**config.mk**
```make
export PLATFORM = sky130hd
export DESIGN_NAME = encoder_button_input_qualifier_top_flat
export DESIGN_NICKNAME = d
export VERILOG_FILES = /design/src/ebiq_pkg.sv /design/src/ebiq_if.sv /design/src/ebiq_core.sv /design/src/encoder_button_input_qualifier_top.sv /design/src/flat_wrapper.sv
export VERILOG_INCLUDE_DIRS = /design/src /design/src/src
export SDC_FILE = /design/constraint.sdc
export NUM_CORES = 1
export LEC_CHECK = 0
export CAP_MARGIN = 10
export CORE_ASPECT_RATIO = 0.9
export CORE_MARGIN = 2
export CORE_UTILIZATION = 55
export CTS_CLUSTER_SIZE = 12
export DETAILED_ROUTE_END_ITERATION = 8
export DONT_BUFFER_PORTS = 1
export MAX_ROUTING_LAYER = met4
export PLACE_DENSITY_LB_ADDON = 0.2
export SYNTH_ARGS = -nofsm -noshare
export SYNTH_HDL_FRONTEND = slang
export SYNTH_SLANG_ARGS = --single-unit
```
**constraint.sdc**
```tcl
create_clock -name clk_i -period 6.8 [get_ports clk_i]
set_input_delay 1.36 -clock clk_i [delete_from_list [all_inputs] [get_ports clk_i]]
set_output_delay 1.36 -clock clk_i [all_outputs]
set_load 0.05 [all_outputs]
```
**src/assert_macros.svh**
```systemverilog
// assertion helpers for the encoder and button qualifier
`ifndef ASSERT_MACROS_SVH
`define ASSERT_MACROS_SVH

// concurrent check on the block clock, held off during reset
`define EBIQ_ASSERT(label, prop, msg) \
  label: assert property (@(posedge clk_i) disable iff (!rst_ni) (prop)) else $error(msg);

// implication checked on the following edge
`define EBIQ_ASSERT_NEXT(label, pre, post, msg) \
  label: assert property (@(posedge clk_i) disable iff (!rst_ni) (pre) |=> (post)) \
    else $error(msg);

`endif

```
**src/ebiq_pkg.sv**
```systemverilog
package ebiq_pkg;

  localparam int unsigned CountW     = 16;
  localparam int unsigned TimeW      = 32;
  localparam int unsigned ThreshW    = 15;
  localparam int unsigned MsW        = 16;
  localparam int unsigned CfgIdxW    = 2;
  localparam int unsigned CfgDataW   = 16;

  localparam logic [CountW-1:0]  CountReset     = 16'd32000;
  localparam logic [ThreshW-1:0] StepThreshRst  = 15'd4;
  localparam logic [MsW-1:0]     LongPressRst   = 16'd600;
  localparam logic [MsW-1:0]     DebounceRst    = 16'd100;

  localparam logic signed [1:0]  StepNone = 2'sd0;
  localparam logic signed [1:0]  StepPos  = 2'sd1;
  localparam logic signed [1:0]  StepNeg  = -2'sd1;

  typedef enum logic [1:0] {
    EV_NONE  = 2'd0,
    EV_SHORT = 2'd1,
    EV_AUX   = 2'd2,
    EV_LONG  = 2'd3
  } button_event_e;

  typedef enum logic [CfgIdxW-1:0] {
    REG_STEP_THRESHOLD = 2'd0,
    REG_HOLD_LIMIT     = 2'd1,
    REG_DEBOUNCE_MS    = 2'd2
  } cfg_reg_e;

  typedef struct packed {
    logic [ThreshW-1:0] step_threshold;
    logic [MsW-1:0]     hold_limit_ms;
    logic [MsW-1:0]     debounce_ms;
  } cfg_t;

  typedef struct packed {
    logic [CountW-1:0] encoder_count;
    logic              main_pressed;
    logic              aux_pressed;
    logic [TimeW-1:0]  now_ms;
  } sample_t;

  typedef struct packed {
    logic signed [1:0] enc_step;
    button_event_e     button_event;
    logic              clear_alarm;
  } result_t;

endpackage

```
**src/ebiq_if.sv**
```systemverilog
interface ebiq_in_if;
  logic                           valid;
  logic                           ready;
  logic [ebiq_pkg::CountW-1:0]    encoder_count;
  logic                           main_pressed;
  logic                           aux_pressed;
  logic [ebiq_pkg::TimeW-1:0]     now_ms;

  modport source (output valid, encoder_count, main_pressed, aux_pressed, now_ms,
                  input ready);
  modport sink (input valid, encoder_count, main_pressed, aux_pressed, now_ms,
                output ready);
endinterface

interface ebiq_out_if;
  logic              valid;
  logic              ready;
  logic signed [1:0] enc_step;
  logic [1:0]        button_event;
  logic              clear_alarm;

  modport source (output valid, enc_step, button_event, clear_alarm, input ready);
  modport sink (input valid, enc_step, button_event, clear_alarm, output ready);
endinterface

interface ebiq_cfg_if;
  logic                            valid;
  logic                            ready;
  logic [ebiq_pkg::CfgIdxW-1:0]    index;
  logic [ebiq_pkg::CfgDataW-1:0]   data;

  modport source (output valid, index, data, input ready);
  modport sink (input valid, index, data, output ready);
endinterface

```
**src/ebiq_core.sv**
```systemverilog
module ebiq_core (
  input  logic              clk_i,
  input  logic              rst_ni,
  input  ebiq_pkg::cfg_t    cfg_i,
  input  ebiq_pkg::sample_t sample_i,
  input  logic              advance_i,
  output ebiq_pkg::result_t result_o
);

  logic [ebiq_pkg::CountW-1:0] last_count_q, last_count_d;
  logic                        press_active_q, press_active_d;
  logic [ebiq_pkg::TimeW-1:0]  press_start_q, press_start_d;
  logic                        long_done_q, long_done_d;
  logic [ebiq_pkg::TimeW-1:0]  last_aux_q, last_aux_d;

  logic [ebiq_pkg::CountW-1:0] delta;
  logic [ebiq_pkg::CountW-1:0] mag;
  logic                        negative;
  logic                        take_step;
  logic [ebiq_pkg::TimeW-1:0]  held_ms;
  logic [ebiq_pkg::TimeW-1:0]  aux_gap_ms;
  logic                        past_long;
  logic                        past_debounce;
  logic                        aux_fire;
  ebiq_pkg::button_event_e     event_d;

  // signed 16-bit change, magnitude reaches 32768 on the most negative value
  assign delta     = sample_i.encoder_count - last_count_q;
  assign negative  = delta[ebiq_pkg::CountW-1];
  assign mag       = negative ? (~delta + 16'd1) : delta;
  assign take_step = mag >= {1'b0, cfg_i.step_threshold};

  assign held_ms       = sample_i.now_ms - press_start_q;
  assign aux_gap_ms    = sample_i.now_ms - last_aux_q;
  assign past_long     = held_ms > {16'd0, cfg_i.hold_limit_ms};
  assign past_debounce = held_ms > {16'd0, cfg_i.debounce_ms};
  assign aux_fire      = sample_i.aux_pressed && (aux_gap_ms > {16'd0, cfg_i.debounce_ms});

  always_comb begin
    last_count_d   = take_step ? sample_i.encoder_count : last_count_q;
    press_active_d = press_active_q;
    press_start_d  = press_start_q;
    long_done_d    = long_done_q;
    last_aux_d     = last_aux_q;
    event_d        = ebiq_pkg::EV_NONE;

    if (sample_i.main_pressed) begin
      if (!press_active_q) begin
        // first held sample only opens the press
        press_active_d = 1'b1;
        press_start_d  = sample_i.now_ms;
        long_done_d    = 1'b0;
      end else if (!long_done_q && past_long) begin
        event_d     = ebiq_pkg::EV_LONG;
        long_done_d = 1'b1;
      end
    end else if (press_active_q) begin
      if (!long_done_q && past_debounce) begin
        event_d = ebiq_pkg::EV_SHORT;
      end
      press_active_d = 1'b0;
      long_done_d    = 1'b0;
    end

    // aux wins over any main button event, main state still moves on
    if (aux_fire) begin
      event_d    = ebiq_pkg::EV_AUX;
      last_aux_d = sample_i.now_ms;
    end

    result_o.button_event = event_d;
    result_o.clear_alarm  = aux_fire;
    if (!take_step) begin
      result_o.enc_step = ebiq_pkg::StepNone;
    end else if (!negative && (delta != '0)) begin
      result_o.enc_step = ebiq_pkg::StepNeg;
    end else begin
      result_o.enc_step = ebiq_pkg::StepPos;
    end
  end

  always_ff @(posedge clk_i or negedge rst_ni) begin
    if (!rst_ni) begin
      last_count_q   <= ebiq_pkg::CountReset;
      press_active_q <= 1'b0;
      press_start_q  <= '0;
      long_done_q    <= 1'b0;
      last_aux_q     <= '0;
    end else if (advance_i) begin
      last_count_q   <= last_count_d;
      press_active_q <= press_active_d;
      press_start_q  <= press_start_d;
      long_done_q    <= long_done_d;
      last_aux_q     <= last_aux_d;
    end
  end

endmodule

```
**src/encoder_button_input_qualifier_top.sv**
```systemverilog
// encoder detent and button press qualifier
// path: sample register, then result register, both held while the output stalls
// throughput: one sample per cycle while the output is not stalled, the only loop is the state update
// between the sample register and the result register
// reset: asynchronous active low, restores config defaults, clears valid flags and core state, not the data registers
`include "assert_macros.svh"

module encoder_button_input_qualifier_top (
  input  logic   clk_i,
  input  logic   rst_ni,
  ebiq_in_if.sink    in_i,
  ebiq_out_if.source out_o,
  ebiq_cfg_if.sink   cfg_i
);

  ebiq_pkg::cfg_t    cfg_q;
  logic              s1_valid_q;
  ebiq_pkg::sample_t s1_sample_q;
  logic              out_valid_q;
  ebiq_pkg::result_t out_res_q;
  ebiq_pkg::result_t core_res;
  logic              s1_move;
  logic              in_take;

  assign s1_move = s1_valid_q && (!out_valid_q || out_o.ready);
  assign in_i.ready = !s1_valid_q || s1_move;
  assign in_take = in_i.valid && in_i.ready;
  assign cfg_i.ready = 1'b1;

  always_ff @(posedge clk_i or negedge rst_ni) begin
    if (!rst_ni) begin
      cfg_q.step_threshold <= ebiq_pkg::StepThreshRst;
      cfg_q.hold_limit_ms  <= ebiq_pkg::LongPressRst;
      cfg_q.debounce_ms    <= ebiq_pkg::DebounceRst;
    end else if (cfg_i.valid) begin
      case (cfg_i.index)
        ebiq_pkg::REG_STEP_THRESHOLD: cfg_q.step_threshold <= cfg_i.data[ebiq_pkg::ThreshW-1:0];
        ebiq_pkg::REG_HOLD_LIMIT:     cfg_q.hold_limit_ms  <= cfg_i.data;
        ebiq_pkg::REG_DEBOUNCE_MS:    cfg_q.debounce_ms    <= cfg_i.data;
        default: ;
      endcase
    end
  end

  always_ff @(posedge clk_i or negedge rst_ni) begin
    if (!rst_ni) begin
      s1_valid_q <= 1'b0;
    end else if (in_i.ready) begin
      s1_valid_q <= in_i.valid;
    end
  end

  always_ff @(posedge clk_i) begin
    if (in_take) begin
      s1_sample_q.encoder_count <= in_i.encoder_count;
      s1_sample_q.main_pressed  <= in_i.main_pressed;
      s1_sample_q.aux_pressed   <= in_i.aux_pressed;
      s1_sample_q.now_ms        <= in_i.now_ms;
    end
  end

  ebiq_core u_core (
    .clk_i     (clk_i),
    .rst_ni    (rst_ni),
    .cfg_i     (cfg_q),
    .sample_i  (s1_sample_q),
    .advance_i (s1_move),
    .result_o  (core_res)
  );

  always_ff @(posedge clk_i or negedge rst_ni) begin
    if (!rst_ni) begin
      out_valid_q <= 1'b0;
    end else if (!out_valid_q || out_o.ready) begin
      out_valid_q <= s1_valid_q;
    end
  end

  always_ff @(posedge clk_i) begin
    if (s1_move) begin
      out_res_q <= core_res;
    end
  end

  assign out_o.valid        = out_valid_q;
  assign out_o.enc_step     = out_res_q.enc_step;
  assign out_o.button_event = out_res_q.button_event;
  assign out_o.clear_alarm  = out_res_q.clear_alarm;

  // alarm clear travels only with an aux press beat
  `EBIQ_ASSERT(a_clear_with_aux,
    !out_valid_q || (out_res_q.clear_alarm == (out_res_q.button_event == ebiq_pkg::EV_AUX)),
    "clear_alarm out of step with aux press")
  // the unused step code never reaches the result register
  `EBIQ_ASSERT(a_step_code, !out_valid_q || (out_res_q.enc_step != 2'sb10),
    "illegal detent step code")
  // a held sample is not dropped while the result side stalls
  `EBIQ_ASSERT_NEXT(a_s1_hold, s1_valid_q && !s1_move, s1_valid_q && $stable(s1_sample_q),
    "sample register lost a stalled beat")
  // sample register never blocks intake while it is empty
  `EBIQ_ASSERT(a_ready_when_empty, s1_valid_q || in_i.ready, "intake blocked with empty stage")

endmodule

```
**src/flat_wrapper.sv**
```systemverilog
// flat-port wrapper written by rule: the top's interface ports become plain ports
module encoder_button_input_qualifier_top_flat 
  (clk_i, rst_ni, in_i_valid, in_i_encoder_count, in_i_main_pressed, in_i_aux_pressed, in_i_now_ms, in_i_ready, out_o_valid, out_o_enc_step, out_o_button_event, out_o_clear_alarm, out_o_ready, cfg_i_valid, cfg_i_index, cfg_i_data, cfg_i_ready);
  ebiq_in_if in_i_i ();
  ebiq_out_if out_o_i ();
  ebiq_cfg_if cfg_i_i ();
  input  logic clk_i;
  input  logic rst_ni;
  input wire logic [$bits(in_i_i.valid)-1:0] in_i_valid;
  input wire logic [$bits(in_i_i.encoder_count)-1:0] in_i_encoder_count;
  input wire logic [$bits(in_i_i.main_pressed)-1:0] in_i_main_pressed;
  input wire logic [$bits(in_i_i.aux_pressed)-1:0] in_i_aux_pressed;
  input wire logic [$bits(in_i_i.now_ms)-1:0] in_i_now_ms;
  output wire logic [$bits(in_i_i.ready)-1:0] in_i_ready;
  output wire logic [$bits(out_o_i.valid)-1:0] out_o_valid;
  output wire logic [$bits(out_o_i.enc_step)-1:0] out_o_enc_step;
  output wire logic [$bits(out_o_i.button_event)-1:0] out_o_button_event;
  output wire logic [$bits(out_o_i.clear_alarm)-1:0] out_o_clear_alarm;
  input wire logic [$bits(out_o_i.ready)-1:0] out_o_ready;
  input wire logic [$bits(cfg_i_i.valid)-1:0] cfg_i_valid;
  input wire logic [$bits(cfg_i_i.index)-1:0] cfg_i_index;
  input wire logic [$bits(cfg_i_i.data)-1:0] cfg_i_data;
  output wire logic [$bits(cfg_i_i.ready)-1:0] cfg_i_ready;
  assign in_i_i.valid = in_i_valid;
  assign in_i_i.encoder_count = in_i_encoder_count;
  assign in_i_i.main_pressed = in_i_main_pressed;
  assign in_i_i.aux_pressed = in_i_aux_pressed;
  assign in_i_i.now_ms = in_i_now_ms;
  assign in_i_ready = in_i_i.ready;
  assign out_o_valid = out_o_i.valid;
  assign out_o_enc_step = out_o_i.enc_step;
  assign out_o_button_event = out_o_i.button_event;
  assign out_o_clear_alarm = out_o_i.clear_alarm;
  assign out_o_i.ready = out_o_ready;
  assign cfg_i_i.valid = cfg_i_valid;
  assign cfg_i_i.index = cfg_i_index;
  assign cfg_i_i.data = cfg_i_data;
  assign cfg_i_ready = cfg_i_i.ready;
  encoder_button_input_qualifier_top u_core (.clk_i(clk_i), .rst_ni(rst_ni), .in_i(in_i_i), .out_o(out_o_i), .cfg_i(cfg_i_i));
endmodule
```
Word-level counts from Yosys, hierarchy flattened:

Cells that the tools add are included.

* register bits after elaboration: 186
* input port bits: 73
* output and inout bits: 8
* word-level logic and storage cells: 64

* $add $sub $neg: 4
* magnitude comparators: 4
* equality and inequality tests: 3
* multiplexer cells: 12
* bitwise logic cells: 2
* reduce and logical (&&, ||, !) cells: 22

Operators by type and width (count)
* 32-bit by 16-bit greater-than comparator with 1-bit output: 3
* 32-bit subtractor: 2
* 16-bit by 1-bit adder with 16-bit output (second input constant): 1
* 16-bit by 15-bit greater-or-equal comparator with 1-bit output: 1
* 16-bit 2-to-1 mux: 1
* 16-bit inverter: 1
* 16-bit nonzero test: 1
* 16-bit subtractor: 1
* 2-bit AND reduction: 5
* 2-bit 2-to-1 mux: 4
* 1-bit 2-to-1 mux: 7
* 1-bit logical AND: 6
* 3-bit AND reduction: 2
* 1-bit zero test: 4
* 3-bit != test (second input constant): 1
* 2-bit by 1-bit equality test with 1-bit output (second input constant): 1
* 2-bit equality test (second input constant): 1
* 2-bit zero test: 1
* 1-bit logical OR: 2
* 2-bit nonzero test: 1
* 1-bit inverter: 1

Longest topological paths before layout:

* depth in word-level cells: 6
* mapped depth: 24
* mapped depth without buffers: 23

Cells and area by module:

A second synthesis with hierarchy kept.

* cell total of the unflattened synthesis: 1326
* area total of the unflattened synthesis: 13236.4 um^2

By module, submodules not included
* ebiq_core: instances 1, cells an instance 1161, area an instance 9695.5 um^2, sequential area each 2059.5 um^2
* encoder_button_input_qualifier_top: instances 1, cells an instance 165, area an instance 3540.9 um^2, sequential area each 2887.8 um^2

Worst setup path before layout:

OpenSTA, ideal clock, no wires.

* path type: register to register
* start: register u_core.s1_sample_q[35] in the netlist's numbering
* end: register u_core.u_core.last_count_q[15] in the netlist's numbering
* setup time: 127 ps
* arrival time: 4573 ps
* data required time: 6673 ps
* setup slack: 2100 ps
* cell stages (with the launch flop): 23
* buffers on the path: 2
* clock period less this slack: 4700 ps
* cell sequence: edfxtp_1 -> ha_1 -> nor2b_1 -> o31a_1 -> o311ai_1 -> a21oi_1 -> a21oi_1 -> o21ai_1 -> xor2_1 -> a21oi_1 -> xor2_1 -> ha_1 -> a21o_1 -> a21o_1 -> a21oi_1 -> nand2b_1 -> a21oi_1 -> o21ai_0 -> a41o_1 -> and2_1 -> buf_2 -> buf_6 -> mux2_1

* cells in the longest elaborated chain, start to end: 6

RTL lines
* start, declared: RTL line encoder_button_input_qualifier_top.sv:18 `ebiq_pkg::sample_t s1_sample_q;`
* 16-bit subtractor (*): RTL line ebiq_core.sv:28 `assign delta = sample_i.encoder_count - last_count_q;`
* 16-bit inverter: RTL line ebiq_core.sv:30 `assign mag = negative ? (~delta + 16'd1) : delta;`
* 16-bit by 1-bit adder with 16-bit output: RTL line ebiq_core.sv:30
* 16-bit 2-to-1 mux (*): RTL line ebiq_core.sv:30
* 16-bit by 15-bit greater-or-equal comparator with 1-bit output (*): RTL line ebiq_core.sv:31 `assign take_step = mag >= {1'b0, cfg_i.step_threshold};`
* net u_core.u_core.take_step: RTL line ebiq_core.sv:19 `logic take_step;`
* 2-bit AND reduction (no line) (*)
* end signal, assigned: RTL line ebiq_core.sv:84 `last_count_q <= ebiq_pkg::CountReset;`
* end signal, assigned: RTL line ebiq_core.sv:90 `last_count_q <= last_count_d;`
* end, declared: RTL line ebiq_core.sv:10 `logic [ebiq_pkg::CountW-1:0] last_count_q, last_count_d;`

The timed path passes the listed nets; every way through them passes the cells marked *.
A chain may end at the register's enable or synchronous reset.

Final worst setup path:

* start: register u_core.s1_sample_q[0] in the netlist's numbering
* end: register u_core.u_core.last_aux_q[12] in the netlist's numbering

* cells in the longest elaborated chain, start to end: 4

RTL lines
* 32-bit subtractor: RTL line ebiq_core.sv:34 `assign aux_gap_ms = sample_i.now_ms - last_aux_q;`
* 32-bit by 16-bit greater-than comparator with 1-bit output: RTL line ebiq_core.sv:37 `assign aux_fire = sample_i.aux_pressed && (aux_gap_ms > {16'd0, cfg_i.debounce_ms});`
* 1-bit logical AND: RTL line ebiq_core.sv:37
* 2-bit AND reduction (no line)
* end signal, assigned: RTL line ebiq_core.sv:94 `last_aux_q <= last_aux_d;`
* end, declared: RTL line ebiq_core.sv:14 `logic [ebiq_pkg::TimeW-1:0] last_aux_q, last_aux_d;`

Every way passes these cells.

==> impl_results.md <==
* Endpoints failing setup at 0
* Sequential element share of the synthesized area at 0.3635
* Fraction of registers with async set/reset at 0.7043
* Number of global-route vias before repair at 9805
* Peak supply drop at 301.2 uV
* Cell total after placement at 1664
* List of most frequent post-synthesis cells: sky130_fd_sc_hd__inv_1, sky130_fd_sc_hd__ha_1, sky130_fd_sc_hd__dfrtp_1
* Startpoint of the worst register-to-register path: u_core.s1_sample_q[0]
* DIE WIDTH at 169.8 um
* Vias post-DR at 10111
* Area share of the leading cell type in the synthesized netlist at 0.2151
* Post-CTS setup buffers at 0
* Drc violations at 0
* Top FF cell, synth: sky130_fd_sc_hd__dfrtp_1
* Worst-Skew Late Latency at 460 ps
* Multi-input gate area at 7875 um^2
* Static Leak at 6.448 nW
* Setup repair after global routing missed its margin: false
* Path type of the worst min-delay path: reg -> reg
* Number of distinct library cell variants in the gate-level netlist after synthesis at 87
* Largest stage delay on the critical path at 640 ps
* Top Metal Used: met4
* TritonCTS Sinks at 186
* Top delay family on crit path: compound AO/OA/AOI/OAI gates
* Total track usage at 0.2477
* Placeable Area at 24260 um^2
* Final Instance Count excl. Fillers at 1696
* Areal power density over the cells at 436.2 nW/um^2
* Average routed wire per standard cell at 17.81 um
* Root buffer cell: sky130_fd_sc_hd__clkbuf_16
* Count of cells along the worst register-to-register path at 20
* Most frequent cell after synthesis: sky130_fd_sc_hd__inv_1
* Start-to-end type of the worst setup path: reg -> reg
* Slowest library cell on the worst path: sky130_fd_sc_hd__a2111oi_0
* Fraction of layout instances using a drive strength above 1 at 0.1311
* Bufs on Longest Clock Path at 2
* Row count at 54
* DRT Wirelength at 30210 um
* Worst Hold Path EP: u_core.u_core.last_count_q[9]
* Number of synthesized flops with an enable pin at 55
* Worst-path cell chain: inv_1 -> ha_1 -> inv_1 -> fa_1 -> a21oi_2 -> o211ai_2 -> a21oi_4 -> nand2_1 -> a21o_1 -> a21oi_1 -> xnor2_1 -> ha_1 -> nand4_1 -> nor3_1 -> a2111oi_0 -> o2111ai_1 -> nor4_2 -> nand4_1 -> and3_2 -> mux2_4
* Largest net degree at the start of global routing at 132
* Overall overflow remaining after global route at 0
* PortBufs at 0
* Buffering stage count on the worst path with inverters included at 2
* Number of top-level design ports at 81
* Gate count after technology mapping at 1393
* Nets@finish at 1592
* Die Y-Extent at 153.2 um
* Via count normalized by instance count at 5.962
* Sequential cell area at 4947 um^2
* Filler instances at 2054
* Sum of negative setup slack at 0 ps
* R2R setup slack at 1430 ps
* M1 wire length at 14720 um
* Max Cap Viol at 0
* Worst relative slew slack at 0.2931
* Top cells by area in the synthesized netlist: sky130_fd_sc_hd__dfrtp_1, sky130_fd_sc_hd__ha_1, sky130_fd_sc_hd__edfxtp_1
* First-pass GRT wire length at 49960 um
* Initial detailed-routing violation count at 671
* Number of nets with antenna violations after detailed routing at 0
* Routability congestion estimate from global placement at 0.8954
* Seq cells post-synth at 186
* Detailed placement HPWL at 23200 um
* Layout-stage area growth over the synthesis result at 5.774%
* Met2 wire len at 13120 um
* Yosys warnings at 0
* Depth of the worst hold-timing path at 1
* Number of levels the H-tree was split into at 4
* Critical Path Sink Type: flop
* Maximum clock frequency at 186.1 MHz
* Number of CTS-inserted buffers at 17
* Syn nets at 1610
* Crit Reg-Reg Endpoint: u_core.u_core.last_aux_q[12]
* Antenna violations before repair at 0
* Clock-pin slew on the worst setup and hold paths at 80 ps
* Final period demand of the worst path at 5374 ps
* Mean instance size in the synthesized netlist at 9.770 um^2
* Initial cell density of the core at 0.5611
* CTS tree: done
* Required time at the worst-slack endpoint at 7140 ps
* Total inserted antenna cells at 0
* Wire length on met3 at 1750 um
* Largest area contributor in the netlist: sky130_fd_sc_hd__dfrtp_1
* Post-cts repair resize count at 0
* Final setup skew at 15.87 ps
* Slew at the pin with the worst max-slew slack at 1060 ps
* Hold wc startpoint: u_core.u_core.last_count_q[9]
* Die Outline Area at 26020 um^2
* Total power after layout at 6.279 mW
* Kind of start point of the critical path: flop
* Worst Path Max Fanout at 32
* Outcome: completed
* Final number of max-transition violations at 0
* DRT Pass-1 Iters at 5
* Area of the mapped netlist at 13610 um^2
* Fin crit share at 0.7902
* Worst path arrival time at 5710 ps
* Hold buffer count at cts at 0
* Final hold viol count at 0
==> cells by family after synthesis <==
kind of cell	Yosys count	synth area share
compound gates	349	0.1705
xor+xnor	65	0.04238
fa+ha+maj	144	0.1340
buf+inv	186	0.05838
flops	186	0.3635
mux	119	0.1058
other cells	1	0.0002755
simple gates	343	0.1250
==> cells in the final DEF (no fill, tap or decap), types with 29 or more instances in the layout <==
cell / count
sky130_fd_sc_hd__inv_1: 146
sky130_fd_sc_hd__ha_1: 141
sky130_fd_sc_hd__dfrtp_1: 117
sky130_fd_sc_hd__nand2_1: 108
sky130_fd_sc_hd__a21oi_1: 88
sky130_fd_sc_hd__o21ai_0: 76
sky130_fd_sc_hd__mux2_2: 72
sky130_fd_sc_hd__nor2_1: 67
sky130_fd_sc_hd__edfxtp_1: 55
sky130_fd_sc_hd__a21o_1: 43
sky130_fd_sc_hd__xnor2_1: 42
sky130_fd_sc_hd__nand4_1: 30
sky130_fd_sc_hd__mux2_4: 29
==> metrics by stage <==
step | cell area (um^2) | setup WS [ps] | hold slack, ps | utilization
after floorplan | 13610 | 2100 | 456.3 | -
after global placement | 13780 | 1521 | 466.6 | 0.5680
after detailed placement | 13780 | 1442 | 476.3 | 0.5680
after CTS | 14400 | 1408 | 493.8 | 0.5935
after global routing | 14400 | 982.1 | 514.0 | 0.5935
final | 14400 | 1426 | 489.8 | 0.5935
==> how the worst max path moves through the flow <==
stage               cells past startpoint  slack [ps]                    from                             end
CTS                                    20        1410   u_core.s1_sample_q[0]    u_core.u_core.last_aux_q[12]
finish                                 20        1430   u_core.s1_sample_q[0]    u_core.u_core.last_aux_q[12]
detailed placement                     20        1440   u_core.s1_sample_q[0]     u_core.u_core.last_aux_q[3]
global placement                       20        1520   u_core.s1_sample_q[0]     u_core.u_core.last_aux_q[4]
global route                           22         980   u_core.s1_sample_q[0]    u_core.u_core.last_aux_q[12]
floorplan                              22        2100  u_core.s1_sample_q[35]  u_core.u_core.last_count_q[15]
==> power breakdown <==
part,switching [mW],leakage (nW),internal [mW]
clock network,0.529,0.300,0.506
logic,2.02,4.09,1.62
registers,0.168,2.06,1.43
==> layer usage <==
layer,up-vias,global-route usage
met3,41,0.05852
met5,-,-
li1,5001,-
met4,0,0.07448
met1,4848,0.3385
met2,221,0.3670
==> layout make-up <==
cell class	count	share of cell area
Clock buffer	17	0.02955
Clock inverter	15	0.01330
Inverter	146	0.03807
Multi-Input combinational cell	1021	0.5471
Sequential cell	186	0.3437
Tap cell	308	0.02677
Timing Repair Buffer	3	0.001565
==> sequential cells by signal, summed over array words and instances (netlist names) <==
name,cells
u_core.u_core.press_start_q,32
u_core.u_core.press_active_q,1
u_core.s1_sample_q,50
u_core.s1_valid_q,1
u_core.out_o.clear_alarm,1
u_core.u_core.last_count_q,16
u_core.cfg_q,47
u_core.out_o.enc_step,2
u_core.u_core.long_done_q,1
u_core.out_o.button_event,2
u_core.out_o.valid,1
u_core.u_core.last_aux_q,32
==> worst register-to-register path: cells and delay by family, from the launching register on <==
family	cells	cell delay [ps]
AOI/OAI and AO/OA	7	1860
muxes	1	490
adders and majority gates	3	870
buffers and inverters	2	170
xor gates and xnor gates	1	160
and+or+nand+nor	6	1320
DFF	1	390
Note: power is estimated with default switching activity, not from simulation.
